## src/hw/rtl/srqm_pkg.sv

```systemverilog
// Shared types and codes for the slot ring queue manager.
package srqm_pkg;

   localparam int IDX_W   = 10;
   localparam int LEN_W   = 16;
   localparam int STAMP_W = 32;
   localparam int BB_W    = 17;
   localparam int CNT_W   = 11;
   localparam int ADDR_W  = 26;
   localparam int KIND_W  = 3;
   localparam int CSR_IDX_W = 1;

   localparam logic [CSR_IDX_W-1:0] CSR_BLOCK_BYTES = 1'b0;
   localparam logic [CSR_IDX_W-1:0] CSR_SLOT_COUNT  = 1'b1;

   localparam logic [BB_W-1:0]  BLOCK_BYTES_RESET = 17'd8192;
   localparam logic [CNT_W-1:0] SLOT_COUNT_RESET  = 11'd1024;

   typedef enum logic [KIND_W-1:0] {
      OP_PUSH = 3'd0,
      OP_POP  = 3'd1,
      OP_PULL = 3'd2,
      OP_GET  = 3'd3,
      OP_SET  = 3'd4,
      OP_BAD  = 3'd5
   } op_type;

   typedef enum logic [1:0] {
      ST_OK      = 2'd0,
      ST_EMPTY   = 2'd1,
      ST_BAD_LEN = 2'd2,
      ST_BAD_IDX = 2'd3
   } status_type;

   typedef enum logic [1:0] {
      BK_CLEAR = 2'd0,
      BK_READ  = 2'd1,
      BK_EXEC  = 2'd2
   } back_state_type;

   typedef struct packed {
      op_type               op;
      logic                 len_bad;
      logic                 idx_bad;
      logic [IDX_W-1:0]     index;
      logic [LEN_W-1:0]     length;
      logic [STAMP_W-1:0]   now;
   } cmd_type;

   typedef struct packed {
      status_type           status;
      logic [IDX_W-1:0]     slot;
      logic [LEN_W-1:0]     stored_length;
      logic [STAMP_W-1:0]   stamp;
      logic [ADDR_W-1:0]    payload_address;
   } rsp_type;

endpackage

```

## src/hw/rtl/srqm_front.sv

```systemverilog
// Front end: accept request transfers, decode the kind and check length and index.
module srqm_front import srqm_pkg::*; #(
   parameter int SLOTS        = 1024,
   parameter int HEADER_BYTES = 16
) (
   input  logic                        req_tvalid,
   output logic                        req_tready,
   input  logic [63:0]                 req_tdata,
   input  logic [KIND_W-1:0]           req_tuser,
   input  logic [BB_W-1:0]             block_bytes,
   input  logic [$clog2(SLOTS):0]      ring_size,
   input  logic                        clearing,
   input  logic                        fifo_full,
   output logic                        fifo_push,
   output cmd_type                     cmd
);

   localparam int SLOT_W = $clog2(SLOTS);
   localparam int CMP_W  = (SLOT_W + 1 > IDX_W) ? SLOT_W + 1 : IDX_W;

   logic [IDX_W-1:0]   index;
   logic [LEN_W-1:0]   length;
   logic [STAMP_W-1:0] now;
   logic [BB_W-1:0]    cap;
   op_type             op;

   assign index  = req_tdata[IDX_W-1:0];
   assign length = req_tdata[IDX_W+LEN_W-1:IDX_W];
   assign now    = req_tdata[IDX_W+LEN_W+STAMP_W-1:IDX_W+LEN_W];

   // Hold off while the header store is being cleared or the queue is full.
   assign req_tready = !clearing && !fifo_full;
   assign fifo_push  = req_tvalid && req_tready;

   always_comb begin
      unique case (req_tuser)
         OP_PUSH: op = OP_PUSH;
         OP_POP:  op = OP_POP;
         OP_PULL: op = OP_PULL;
         OP_GET:  op = OP_GET;
         OP_SET:  op = OP_SET;
         default: op = OP_BAD;
      endcase
   end

   // Usable payload bytes per slot; zero when the block is no larger than the header.
   assign cap = (block_bytes > BB_W'(HEADER_BYTES)) ? block_bytes - BB_W'(HEADER_BYTES)
                                                    : '0;

   always_comb begin
      cmd.op      = op;
      cmd.len_bad = (length == '0) || ({1'b0, length} > cap);
      cmd.idx_bad = CMP_W'(index) >= CMP_W'(ring_size);
      cmd.index   = index;
      cmd.length  = length;
      cmd.now     = now;
   end

endmodule

```

## config.mk

```make
export PLATFORM = sky130hd
export DESIGN_NAME = srqm_front
export DESIGN_NICKNAME = d
export VERILOG_FILES = /design/src/hw/rtl/srqm_pkg.sv /design/src/hw/rtl/srqm_front.sv
export SDC_FILE = /design/constraint.sdc
export NUM_CORES = 1
export LEC_CHECK = 0
export ABC_AREA = 1
export ABC_CLOCK_PERIOD_IN_PS = 2200
export BUFFER_PORTS_ARGS = -buffer_cell sky130_fd_sc_hd__buf_4
export CAP_MARGIN = 40
export CORE_MARGIN = 2
export CORE_UTILIZATION = 38
export DETAILED_ROUTE_END_ITERATION = 6
export GPL_ROUTABILITY_DRIVEN = 1
export PLACE_DENSITY = 0.81
export SLEW_MARGIN = 20
export SYNTH_ARGS = -nofsm -noshare
export SYNTH_HDL_FRONTEND = slang
export SYNTH_SLANG_ARGS = --single-unit
```

## constraint.sdc

```tcl
create_clock -name vclk -period 2.2
set_input_delay 0.11 -clock vclk [all_inputs]
set_output_delay 0.11 -clock vclk [all_outputs]
set_load 0.03 [all_outputs]
```

Yosys cells after proc, flatten, opt, wreduce, memory -nomap -nowiden
Cells that the tools add are included.
{"block": "word_totals", "regBits": 0, "inputBits": 98, "out_inout_bits": 65, "wordCells": 17}
{"block": "op_classes", "n_eq_ne": 4, "magnitude_cmp": 3, "n_reduce_logical": 7, "n_addsub": 1, "n_mux": 2}
{"op": "greater-than comparator 16 x 17 -> 1 bit", "n": 1}
{"op": "greater-than comparator 17 x 5 -> 1 bit, second input constant", "n": 1}
{"op": "two-way mux 17 bit", "n": 1}
{"op": "subtractor 17 x 5 -> 17 bit, second input constant", "n": 1}
{"op": "logical NOT 16 bit", "n": 1}
{"op": "one-hot mux 3 bit (5 select lines)", "n": 1}
{"op": "greater-or-equal comparator 10 x 11 -> 1 bit", "n": 1}
{"op": "== test 3 x 2 -> 1 bit, second input constant", "n": 2}
{"op": "== test 3 x 1 -> 1 bit, second input constant", "n": 1}
{"op": "== test 3 bit, second input constant", "n": 1}
{"op": "logical NOT 3 bit", "n": 1}
{"op": "logical AND 1 bit", "n": 2}
{"op": "logical NOT 1 bit", "n": 2}
{"op": "logical OR 1 bit", "n": 1}

Longest topological paths before layout
{"block": "depth", "word_depth": 4, "ltp_mapped": 22, "mapped_depth_nobuf": 22}

Worst setup path before layout
Ideal clock, no wire load.
{"block": "synth_timing", "path_type": "in2out", "start": "input block_bytes[4]", "end": "output cmd[59] (netlist bit)", "slack_ns": 0.009, "t_arrival_ns": 2.081, "path_stages": 21, "cell_sequence": "inv_1 -> ha_1 -> inv_1 -> nor3_4 -> nand2_2 -> nor2_1 -> xor2_1 -> nand2_1 -> ha_1 -> nand2_1 -> inv_1 -> nand2_1 -> nor2_1 -> a21oi_1 -> nand2_1 -> nand2_1 -> nand2_1 -> nand2_1 -> nand2_1 -> nand2_1 -> nand2_1"}
{"element": "from (decl)", "line_no": "srqm_front.sv:10", "text": "input logic [BB_W-1:0] block_bytes,"}
{"element": "to (decl)", "line_no": "srqm_front.sv:15", "text": "output cmd_type cmd"}

==> out/qor.csv <==
stage,metric,value,unit
status,status,finished with violations,
status,violations,setup timing,
global_route,grt_antenna_before_repair,0,
yosys,syn-num-nets,391,
power_and_ir_drop,power_leakage,0.00138,µW
setup_path,cp_slowest_stage_delay,0.30,ns
routing,routedWlPerCell,12.3,µm
layout,clkbuf_count,0,
setup_path,path_common_cell,nand2_1,
layout,syn2layout_area_growth,43.9,%
yosys,synth_cell_types,28,
timing,hold_viol,0,
timing,setup_viol,1,
place,placed_cell_area,2110,µm²
global_route,grt_use_total,0.172,
routing,drc,0,
yosys,ys_seq_area_frac,0,
layout,fin_cells,378,
timing,max_slew_margin,0.727,
global_route,grt.overflow.total,0,
yosys,ys.warnings.count,0,
power_and_ir_drop,powerDensity,204,nW/µm²
setup_path,cp-endpoint,cmd[59],
floorplanning,start_util,0.399,
yosys,synth.top_cell.area_share,0.269,
place,gp_congestion,0.881,
layout,fin_nets,456,
setup_path,arrival,2.27,ns
layout,antennaDiodeCount,0,
hold_path,min_path_type,primary input to output port,
floorplanning,core,4060,µm²
yosys,syn_area_per_cell,6.11,µm²
clock_tree,postCtsHoldBufs,0,
place,dpl.hpwl,3.60,mm
layout,regArea,0,µm²
place,placed_cells,369,
timing,worst_pin_slew,0.406,ns
run,cap_violations,0,
setup_path,worst-path-buf-inv,5,
setup_path,slowest_stage,ha_4,
setup_path,crit_chain,"buf_8, inv_6, ha_4, inv_4, nor3_4, nand2_2, nor2_2, xor2_1, nand2_1, ha_4, nand2_2, inv_2, nand2_2, nor2_4, a21oi_2, nand2_1, nand2_1, nand2_1, nand2_1, nand2_1, nand2_1, nand2_1, buf_6",
global_route,grt_pass1_vias,1768,
layout,seq_cell_count,0,
timing,report.final.slew_viol_count,0,
routing,drt_wl_total,4.63,mm
setup_path,startpoint_type,primary input,
setup_path,crit_family,simple AND/OR/NAND/NOR gates,
timing,rsz0062_at_grt,yes,
floorplanning,die_area,4800,µm²
setup_path,crit_path_start,block_bytes[4],
setup_path,end_kind,output port,
floorplanning,num_rows,23,
yosys,netlist_instances,265,
layout,final_layout_size_suffix_gt1_frac,0.494,
power_and_ir_drop,vdd_ir_drop_max,0.0000988,V
place,port_buffers,93,
timing,min_period_over_period,1.08,
routing,dr_total_vias,1850,
yosys,synth_top_area_cell,buf_4,
setup_path,path_depth,23,
yosys,syn_area,1620,µm²
setup_path,critPathRequiredTime,2.09,ns
setup_path,crit_type,primary input to output port,
layout,final_cell_mix,"buf_4 (114), nand2_1 (52), inv_1 (35), ha_1 (24), nor2_1 (14)",
timing,min_period,2.38,ns
timing,fmax,421,MHz
layout,stdcell_area,2330,µm²
hold_path,whs_path_depth,0,
floorplanning,pin_count,163,
routing,drtIter0Drc,40,
global_route,grt_pass1_wl,7.18,mm
floorplanning,die_h,69.3,µm
timing,setup_slack,-0.178,ns
layout,utilization,0.575,
routing,drt_first_pass_iters,4,
routing,via_per_inst,4.89,
yosys,synthTopCellsByArea,"buf_4 (27%), ha_1 (22%), nand2_1 (13%)",
layout,final_common_cell,buf_4,
setup_path,path_max_fanout,2,
floorplanning,die_x,69.3,µm
routing,drtAntennaViolNets,0,
global_route,grt_max_degree,8,
==> how the worst min path moves through the flow <==
| stage | start | endpoint | slack (ns) |
|---|---|---|---|
| after global placement | req_tdata[40] | cmd[14] | 0.22 |
| final | req_tdata[37] | cmd[11] | 0.22 |
| after global routing | req_tdata[49] | cmd[23] | 0.22 |
| after detailed placement | req_tdata[40] | cmd[14] | 0.22 |
| after CTS | req_tdata[40] | cmd[14] | 0.22 |
| after floorplan | clearing | req_tready | 0.33 |
==> cell families (layout without fill, tap and decap cells) <==
| group | after synthesis | in the layout | synth area share |
|---|---|---|---|
| and+or+nand+nor | 115 | 115 | 0.345 |
| xor gates and xnor gates | 1 | 1 | 0.00541 |
| buffers and inverters | 103 | 166 | 0.374 |
| adders and majority gates | 28 | 28 | 0.216 |
| AOI/OAI and AO/OA | 18 | 18 | 0.0595 |
==> synthesized netlist by cell type <==
cell type	instances
or2_1	3
nor2_1	17
nand4_2	1
nor3_1	3
o21ai_0	6
o21ai_1	1
nand3_1	11
nand4_1	5
inv_1	41
nand2_2	3
a21oi_1	9
nor4_1	5
nor3b_1	1
ha_1	28
nor3_4	2
nor2_2	1
xor2_1	1
a221oi_1	1
inv_2	2
nand3b_1	1
nor2_4	2
clkbuf_1	1
nand3_2	1
or2_2	2
buf_2	1
a21o_1	1
nand2_1	57
buf_4	58
==> through the flow <==
step	hold WS, ns	TNS (ns)	setup WS [ns]	power (µW)
finish	0.220	-0.178	-0.178	476
global route	0.220	-0.372	-0.372	520
CTS	0.220	-0.0942	-0.0942	446
detailed placement	0.220	-0.275	-0.275	423
global placement	0.220	-0.147	-0.147	413
floorplan	0.327	0	0.00855	350
==> power by group <==
part / total (µW) / leakage [µW] / internal, µW / switching, µW
clock: 0 / 0 / 0 / 0
sequential: 0 / 0 / 0 / 0
combinational: 476 / 0.00138 / 226 / 250
total: 476 / 0.00138 / 226 / 250
==> final cells by class <==
type / instances / area (µm²)
Multi-Input combinational cell: 162 / 1130
Tap cell: 50 / 62.6
Timing Repair Buffer: 123 / 967
Inverter: 43 / 176
Fill cell: 371 / 1730
==> routing by layer <==
layer | routed length, µm | global-route usage | vias to the layer above
met5 | 0 | 0 | -
met4 | 116 | 0.0370 | 0
met3 | 392 | 0.0145 | 20
met1 | 1690 | 0.191 | 807
li1 | - | - | 912
met2 | 2430 | 0.345 | 111
==> timing repair <==
action | in CTS | in global routing
setup endpoints to repair | 1 | 1
pin swaps | 18 | 25
setup buffers | 4 | 5
gates cloned | 1 | 0
endpoints found under the hold margin | 0 | 0
gates resized for setup | 27 | 19
No activity file was read; power rests on OpenSTA's default activity.
