$ cat src/hw/rtl/srqm_pkg.sv
// Shared types and codes for the slot ring queue manager.
package srqm_pkg;

   localparam int IDX_W   = 10;
   localparam int LEN_W   = 16;
   localparam int STAMP_W = 32;
   localparam int BB_W    = 17;
   localparam int CNT_W   = 11;
   localparam int ADDR_W  = 26;
   localparam int KIND_W  = 3;
   localparam int CSR_IDX_W = 1;

   localparam logic [CSR_IDX_W-1:0] CSR_BLOCK_BYTES = 1'b0;
   localparam logic [CSR_IDX_W-1:0] CSR_SLOT_COUNT  = 1'b1;

   localparam logic [BB_W-1:0]  BLOCK_BYTES_RESET = 17'd8192;
   localparam logic [CNT_W-1:0] SLOT_COUNT_RESET  = 11'd1024;

   typedef enum logic [KIND_W-1:0] {
      OP_PUSH = 3'd0,
      OP_POP  = 3'd1,
      OP_PULL = 3'd2,
      OP_GET  = 3'd3,
      OP_SET  = 3'd4,
      OP_BAD  = 3'd5
   } op_type;

   typedef enum logic [1:0] {
      ST_OK      = 2'd0,
      ST_EMPTY   = 2'd1,
      ST_BAD_LEN = 2'd2,
      ST_BAD_IDX = 2'd3
   } status_type;

   typedef enum logic [1:0] {
      BK_CLEAR = 2'd0,
      BK_READ  = 2'd1,
      BK_EXEC  = 2'd2
   } back_state_type;

   typedef struct packed {
      op_type               op;
      logic                 len_bad;
      logic                 idx_bad;
      logic [IDX_W-1:0]     index;
      logic [LEN_W-1:0]     length;
      logic [STAMP_W-1:0]   now;
   } cmd_type;

   typedef struct packed {
      status_type           status;
      logic [IDX_W-1:0]     slot;
      logic [LEN_W-1:0]     stored_length;
      logic [STAMP_W-1:0]   stamp;
      logic [ADDR_W-1:0]    payload_address;
   } rsp_type;

endpackage

$ cat src/hw/rtl/srqm_cmd_fifo.sv
// Short command queue between the front end and the back end.
module srqm_cmd_fifo import srqm_pkg::*; #(
   parameter int DEPTH = 2
) (
   input  logic    clock,
   input  logic    reset,
   input  logic    push,
   input  cmd_type push_data,
   input  logic    pop,
   output cmd_type head,
   output logic    full,
   output logic    empty
);

   localparam int PTR_W = $clog2(DEPTH);
   localparam int CNT_W_Q = $clog2(DEPTH + 1);

   cmd_type            entry_ff [DEPTH];
   logic [PTR_W-1:0]   wr_ptr_ff, wr_ptr_in;
   logic [PTR_W-1:0]   rd_ptr_ff, rd_ptr_in;
   logic [CNT_W_Q-1:0] count_ff, count_in;
   logic               do_push, do_pop;

   assign full    = (count_ff == CNT_W_Q'(DEPTH));
   assign empty   = (count_ff == '0);
   assign do_push = push && !full;
   assign do_pop  = pop && !empty;
   assign head    = entry_ff[rd_ptr_ff];

   always_comb begin
      wr_ptr_in = wr_ptr_ff;
      rd_ptr_in = rd_ptr_ff;
      count_in  = count_ff;
      if (do_push) begin
         wr_ptr_in = (wr_ptr_ff == PTR_W'(DEPTH - 1)) ? '0 : wr_ptr_ff + 1'b1;
      end
      if (do_pop) begin
         rd_ptr_in = (rd_ptr_ff == PTR_W'(DEPTH - 1)) ? '0 : rd_ptr_ff + 1'b1;
      end
      if (do_push && !do_pop) begin
         count_in = count_ff + 1'b1;
      end else if (do_pop && !do_push) begin
         count_in = count_ff - 1'b1;
      end
   end

   always_ff @(posedge clock) begin
      if (reset) begin
         wr_ptr_ff <= '0;
         rd_ptr_ff <= '0;
         count_ff  <= '0;
      end else begin
         wr_ptr_ff <= wr_ptr_in;
         rd_ptr_ff <= rd_ptr_in;
         count_ff  <= count_in;
      end
   end

   always_ff @(posedge clock) begin
      if (do_push) begin
         entry_ff[wr_ptr_ff] <= push_data;
      end
   end

endmodule

$ cat config.mk
export PLATFORM = sky130hd
export DESIGN_NAME = srqm_cmd_fifo
export DESIGN_NICKNAME = d
export VERILOG_FILES = /design/src/hw/rtl/srqm_pkg.sv /design/src/hw/rtl/srqm_cmd_fifo.sv
export SDC_FILE = /design/constraint.sdc
export NUM_CORES = 1
export LEC_CHECK = 0
export BUFFER_PORTS_ARGS = -buffer_cell sky130_fd_sc_hd__buf_2
export CAP_MARGIN = 20
export CORE_ASPECT_RATIO = 1.1
export CORE_UTILIZATION = 47
export DETAILED_ROUTE_END_ITERATION = 8
export HOLD_SLACK_MARGIN = 0.15
export MAX_ROUTING_LAYER = met4
export PLACE_DENSITY = 0.73
export SLEW_MARGIN = 25
export SYNTH_ARGS = -nofsm -noshare
export SYNTH_HDL_FRONTEND = slang
export SYNTH_SLANG_ARGS = --single-unit
$ cat constraint.sdc
create_clock -name clock -period 5.4 [get_ports clock]
set_input_delay 1.08 -clock clock [delete_from_list [all_inputs] [get_ports clock]]
set_output_delay 1.08 -clock clock [all_outputs]
set_load 0.05 [all_outputs]
### Yosys cells after proc, flatten, opt, wreduce, memory -nomap -nowiden

Memories as Yosys holds them, arrays and structs flattened. A register that Yosys moved wholly into a read port is not among the register bits.
Cells that the tools add are included.

* register bits after elaboration: 4
* latch bits: 0
* bits in writable memories: 126
* bits in read-only memories: 0
* input bits: 67
* output and inout bits: 65
* word-level logic and storage cells: 27
* memories kept: 1

Memories
* entry_ff: depth 2, bits a word 63, rd ports 1, clocked after memory_dff 1, wr ports 1, line srqm_cmd_fifo.sv:18 `cmd_type entry_ff [DEPTH];`

* add/sub/neg operators: 4
* multipliers: 0
* divide/modulo/power cells: 0
* order comparisons: 0
* eq/ne operators: 1
* shift operators: 0
* multiplexer cells: 8
* bitwise gates (word level): 0
* reduce and logical (&&, ||, !) cells: 10

Operators with widths (count)
* two-way mux 1 bit: 6
* logical AND 1 bit: 4
* logical NOT 1 bit: 4
* two-way mux 2 bit: 2
* adder 1 bit, second input constant: 2
* adder 2 x 1 -> 2 bit, second input constant: 1
* equality test 2 bit, second input constant: 1
* logical NOT 2 bit: 1
* nonzero test 2 bit: 1
* subtractor 2 x 1 -> 2 bit, second input constant: 1

### Depth between registers and ports, before layout

* depth after elaboration: 7
* depth in mapped cells: 6
* depth with buffers taken out: 6

### Worst setup path before layout

OpenSTA, ideal clock, no wires.

* path type: in2reg
* start point: input port push
* end point: memory entry_ff[1][0] (netlist bit), enable pin
* data arrival time: 2756 ps
* data required time: 4972 ps
* path slack: 2216 ps
* stages on the path: 3
* cells stage by stage: inv_1 > nor2_1 > and2_1

* cells in the longest elaborated chain, start to end: 3

Ends and longest elaborated chain
* start, declared: line srqm_cmd_fifo.sv:7 `input logic push,`
* logical AND 1 bit: line srqm_cmd_fifo.sv:26 `assign do_push = push && !full;`
* via do_push: line srqm_cmd_fifo.sv:22 `logic do_push, do_pop;`
* two-way mux 1 bit: line srqm_cmd_fifo.sv:60 `if (do_push) begin`
* two-way mux 1 bit (implied by the code): line srqm_cmd_fifo.sv:61 `entry_ff[wr_ptr_ff] <= push_data;`
* end, declared: line srqm_cmd_fifo.sv:18

The timed path passes the listed nets, and every way through them passes these cells.

==> run summary <==
* **status** finished, violations left
* **violated checks** DRC
* **number of rows created at floorplan** 38
* **post-CTS setup buffer count** 0
* **Post-Syn Area** 4753 um^2
* **launch point of the worst hold path** wr_ptr_ff
* **fraction of post-synthesis cell area in the top cell type by area** 0.7960
* **start-to-end type of the worst setup path** flip-flop to output port
* **synthesized instance count** 221
* **summed area of non-filler cells in the final layout** 6155 um^2
* **Fin. Hold Viols** 0
* **max-slew violation count** 0
* **Post-synth EDFFs** 126
* **clock period minus final worst setup slack** 3583 ps
* **# hold bufs at CTS** 0
* **Warnings, synthesis** 0
* **TritonCTS clock tree** done
* **Sum Neg Setup Slack** 0 ps
* **count of pins on the block boundary** 132
* **required arrival time at the worst endpoint** 4320 ps
* **Die Span Y** 107.5 um
* **number of buffers added by the clock tree synthesis step** 17
* **first drt pass iteration count** 6
* **setup slack of the most critical reg-to-reg path** 3120 ps
* **initial detailed-routing violation count** 107
* **effective utilization at floorplan** 0.4830
* **Async S/R FF share, synth** 0
* **remaining number of nets flagged by the antenna check after routing** 0
* **kind of path behind the tightest hold check** flip-flop to flip-flop
* **final hold slack** 489.3 ps
* **number of diodes added for antenna fixing** 0
* **total nets after synthesis** 289
* **total number of vias** 2484
* **layout overhead on the synthesized area** 29.48%
* **Pwr Density** 593.2 nW/um^2
* **total power draw** 0.003651 W
* **number of global-route vias before repair** 2662
* **total routing resource utilization after global routing** 0.1725
* **number of clock sinks** 131
* **Via density** 4.968
* **post-DP HPWL** 5224 um
* **origin of the critical flop-to-flop path** count_ff[0]
* **number of synthesized register bits** 131
* **r2r worst-path depth** 4
* **multi-input gate area in the final layout** 820.8 um^2
* **root buffer cell** sky130_fd_sc_hd__clkbuf_8
* **die extent in x** 97.89 um
* **H-tree levels** 4
* **actual slew at the worst max-slew pin** 757.8 ps
* **worst reg2reg endpoint** entry_ff[0][26]
* **worst skew pair latency** 500 ps
* **largest buffer count on any clock path** 2
* **average footprint of a synthesized cell** 21.51 um^2
* **number of antenna violations at the first check in global routing** 0
* **share of the cycle needed by the critical path after routing** 0.6636
* **area taken by flip-flops and latches** 3885 um^2
* **maximum vdd drop** 0.3795 mV
* **die outline area** 10520 um^2
* **largest net degree at the start of global routing** 37
* **arrival time worst endpoint** 2500 ps
* **number of nets in the layout** 435
* **GPL Wtd Cong** 0.6761
* **category of the worst setup path capture point** output port
* **final number of setup-violating endpoints** 0
* **aggregate routed wire length** 8303 um
* **RSZ-0062 raised after global routing** no
* **fraction of layout cells with a size suffix above 1** 0.6000
* **routed length per instance** 16.61 um
* **cell taking the most area after synthesis** sky130_fd_sc_hd__edfxtp_1
* **distinct cell type count of the synthesized netlist** 14
* **wire length of the first global-routing pass** 12770 um
* **cell types occupying the most area after synthesis** sky130_fd_sc_hd__edfxtp_1 80%, sky130_fd_sc_hd__mux2_2 15%, sky130_fd_sc_hd__dfxtp_1 2.1%
* **list of most frequent post-synthesis cells** 126 x sky130_fd_sc_hd__edfxtp_1, 63 x sky130_fd_sc_hd__mux2_2, 5 x sky130_fd_sc_hd__dfxtp_1, 5 x sky130_fd_sc_hd__nor2_1, 4 x sky130_fd_sc_hd__buf_2
* **Worst Hold Path Cells** 2
* **maximum net fanout on the critical path** 33
* **Leakage Power** 2.331 nW
* **IO Port Bufs** 131
* **clock transition at the registers of the reported paths** 60 ps
* **CP Launch Type** flip-flop
* **upper clock frequency limit** 279.1 MHz
* **drt drc** 6
* **worst hold path endpoint** wr_ptr_ff
* **share of synthesized area occupied by flip-flops and latches** 0.8171
* **total placed instance area** 5542 um^2
* **total core area** 9842 um^2
* **count of fill cells added during filler insertion** 729
* **Resized Gates After CTS** 0
* **GRT Residual Overflow** 0
* **most frequent cell after synthesis** sky130_fd_sc_hd__edfxtp_1
* **Most used DFF post-synth** sky130_fd_sc_hd__edfxtp_1
* **final worst clock skew** 6.979 ps
* **number of max-cap violations** 0
* **Rel. slew slack** 0.4948
[critical path, cell delays in order, from the launching register on]
cell and delay [ps]:
sky130_fd_sc_hd__dfxtp_2 820, sky130_fd_sc_hd__buf_4 540, sky130_fd_sc_hd__mux2_2 400, sky130_fd_sc_hd__buf_2 210
[area by class of cell]
type / instances / share of cell area
clock inverter: 11 / 0.02988
tap: 120 / 0.02440
clock buffer: 21 / 0.06973
sequential: 131 / 0.6312
multi-input combinational: 81 / 0.1334
timing repair buffer: 134 / 0.1102
inverter: 2 / 0.001220
[layer usage]
layer  share of wire  global-route usage  up-vias
met5               0                   -        -
met4           0.013             0.09091        0
met3           0.055             0.05390       12
met2            0.52              0.2787       74
met1            0.41              0.1935     1231
li1                -                   -     1167
[flip-flops by register name (all words and copies together), names as in the netlist, named ones only]
register,flops
rd_ptr_ff,1
count_ff,2
entry_ff,126
wr_ptr_ff,1
[kinds of logic after synthesis]
family                     synth area share
and+or+nand+nor                    0.009741
DFF                                  0.8171
AOI/OAI and AO/OA                  0.005264
buffers and inverters               0.01053
muxes                                0.1492
xor gates and xnor gates           0.005529
adders and majority gates          0.002632
[power breakdown]
group	switching (W)	internal (W)
registers	0.0000676	0.00128
logic	0.000818	0.000310
clock network	0.000384	0.000791
[metrics by stage]
| stage | std cells | setup WS [ps] | utilization |
|---|---|---|---|
| after floorplan | 221 | 2216 | - |
| after global placement | 468 | 2319 | 0.5631 |
| after detailed placement | 468 | 2309 | 0.5631 |
| after CTS | 500 | 1743 | 0.6254 |
| after global routing | 500 | 1654 | 0.6254 |
| final | 500 | 1817 | 0.6254 |
[worst max-delay path by stage]
stage	to	slack, ps	cells after the start
after floorplan	entry_ff[1][0]	2220	3
after global placement	head[54]	2320	3
after detailed placement	head[54]	2310	3
after CTS	head[54]	1740	3
after global routing	head[54]	1650	3
final	head[54]	1820	3
[cells in the final DEF (no fill, tap or decap)]
master,instances
sky130_fd_sc_hd__o21ai_0,3
sky130_fd_sc_hd__buf_4,3
sky130_fd_sc_hd__ha_1,1
sky130_fd_sc_hd__clkbuf_1,4
sky130_fd_sc_hd__dfxtp_2,1
sky130_fd_sc_hd__clkbuf_8,1
sky130_fd_sc_hd__edfxtp_1,126
sky130_fd_sc_hd__a21oi_1,2
sky130_fd_sc_hd__and2_2,1
sky130_fd_sc_hd__buf_2,131
sky130_fd_sc_hd__nor2_1,5
sky130_fd_sc_hd__clkinvlp_4,2
sky130_fd_sc_hd__xor2_1,3
sky130_fd_sc_hd__or3_1,2
sky130_fd_sc_hd__inv_1,1
sky130_fd_sc_hd__mux2_2,63
sky130_fd_sc_hd__clkinv_2,3
sky130_fd_sc_hd__bufinv_16,5
sky130_fd_sc_hd__dfxtp_1,4
sky130_fd_sc_hd__nor2b_2,1
sky130_fd_sc_hd__inv_2,1
sky130_fd_sc_hd__clkbuf_16,16
sky130_fd_sc_hd__clkinv_1,1
(Power assumes the default switching activity.)
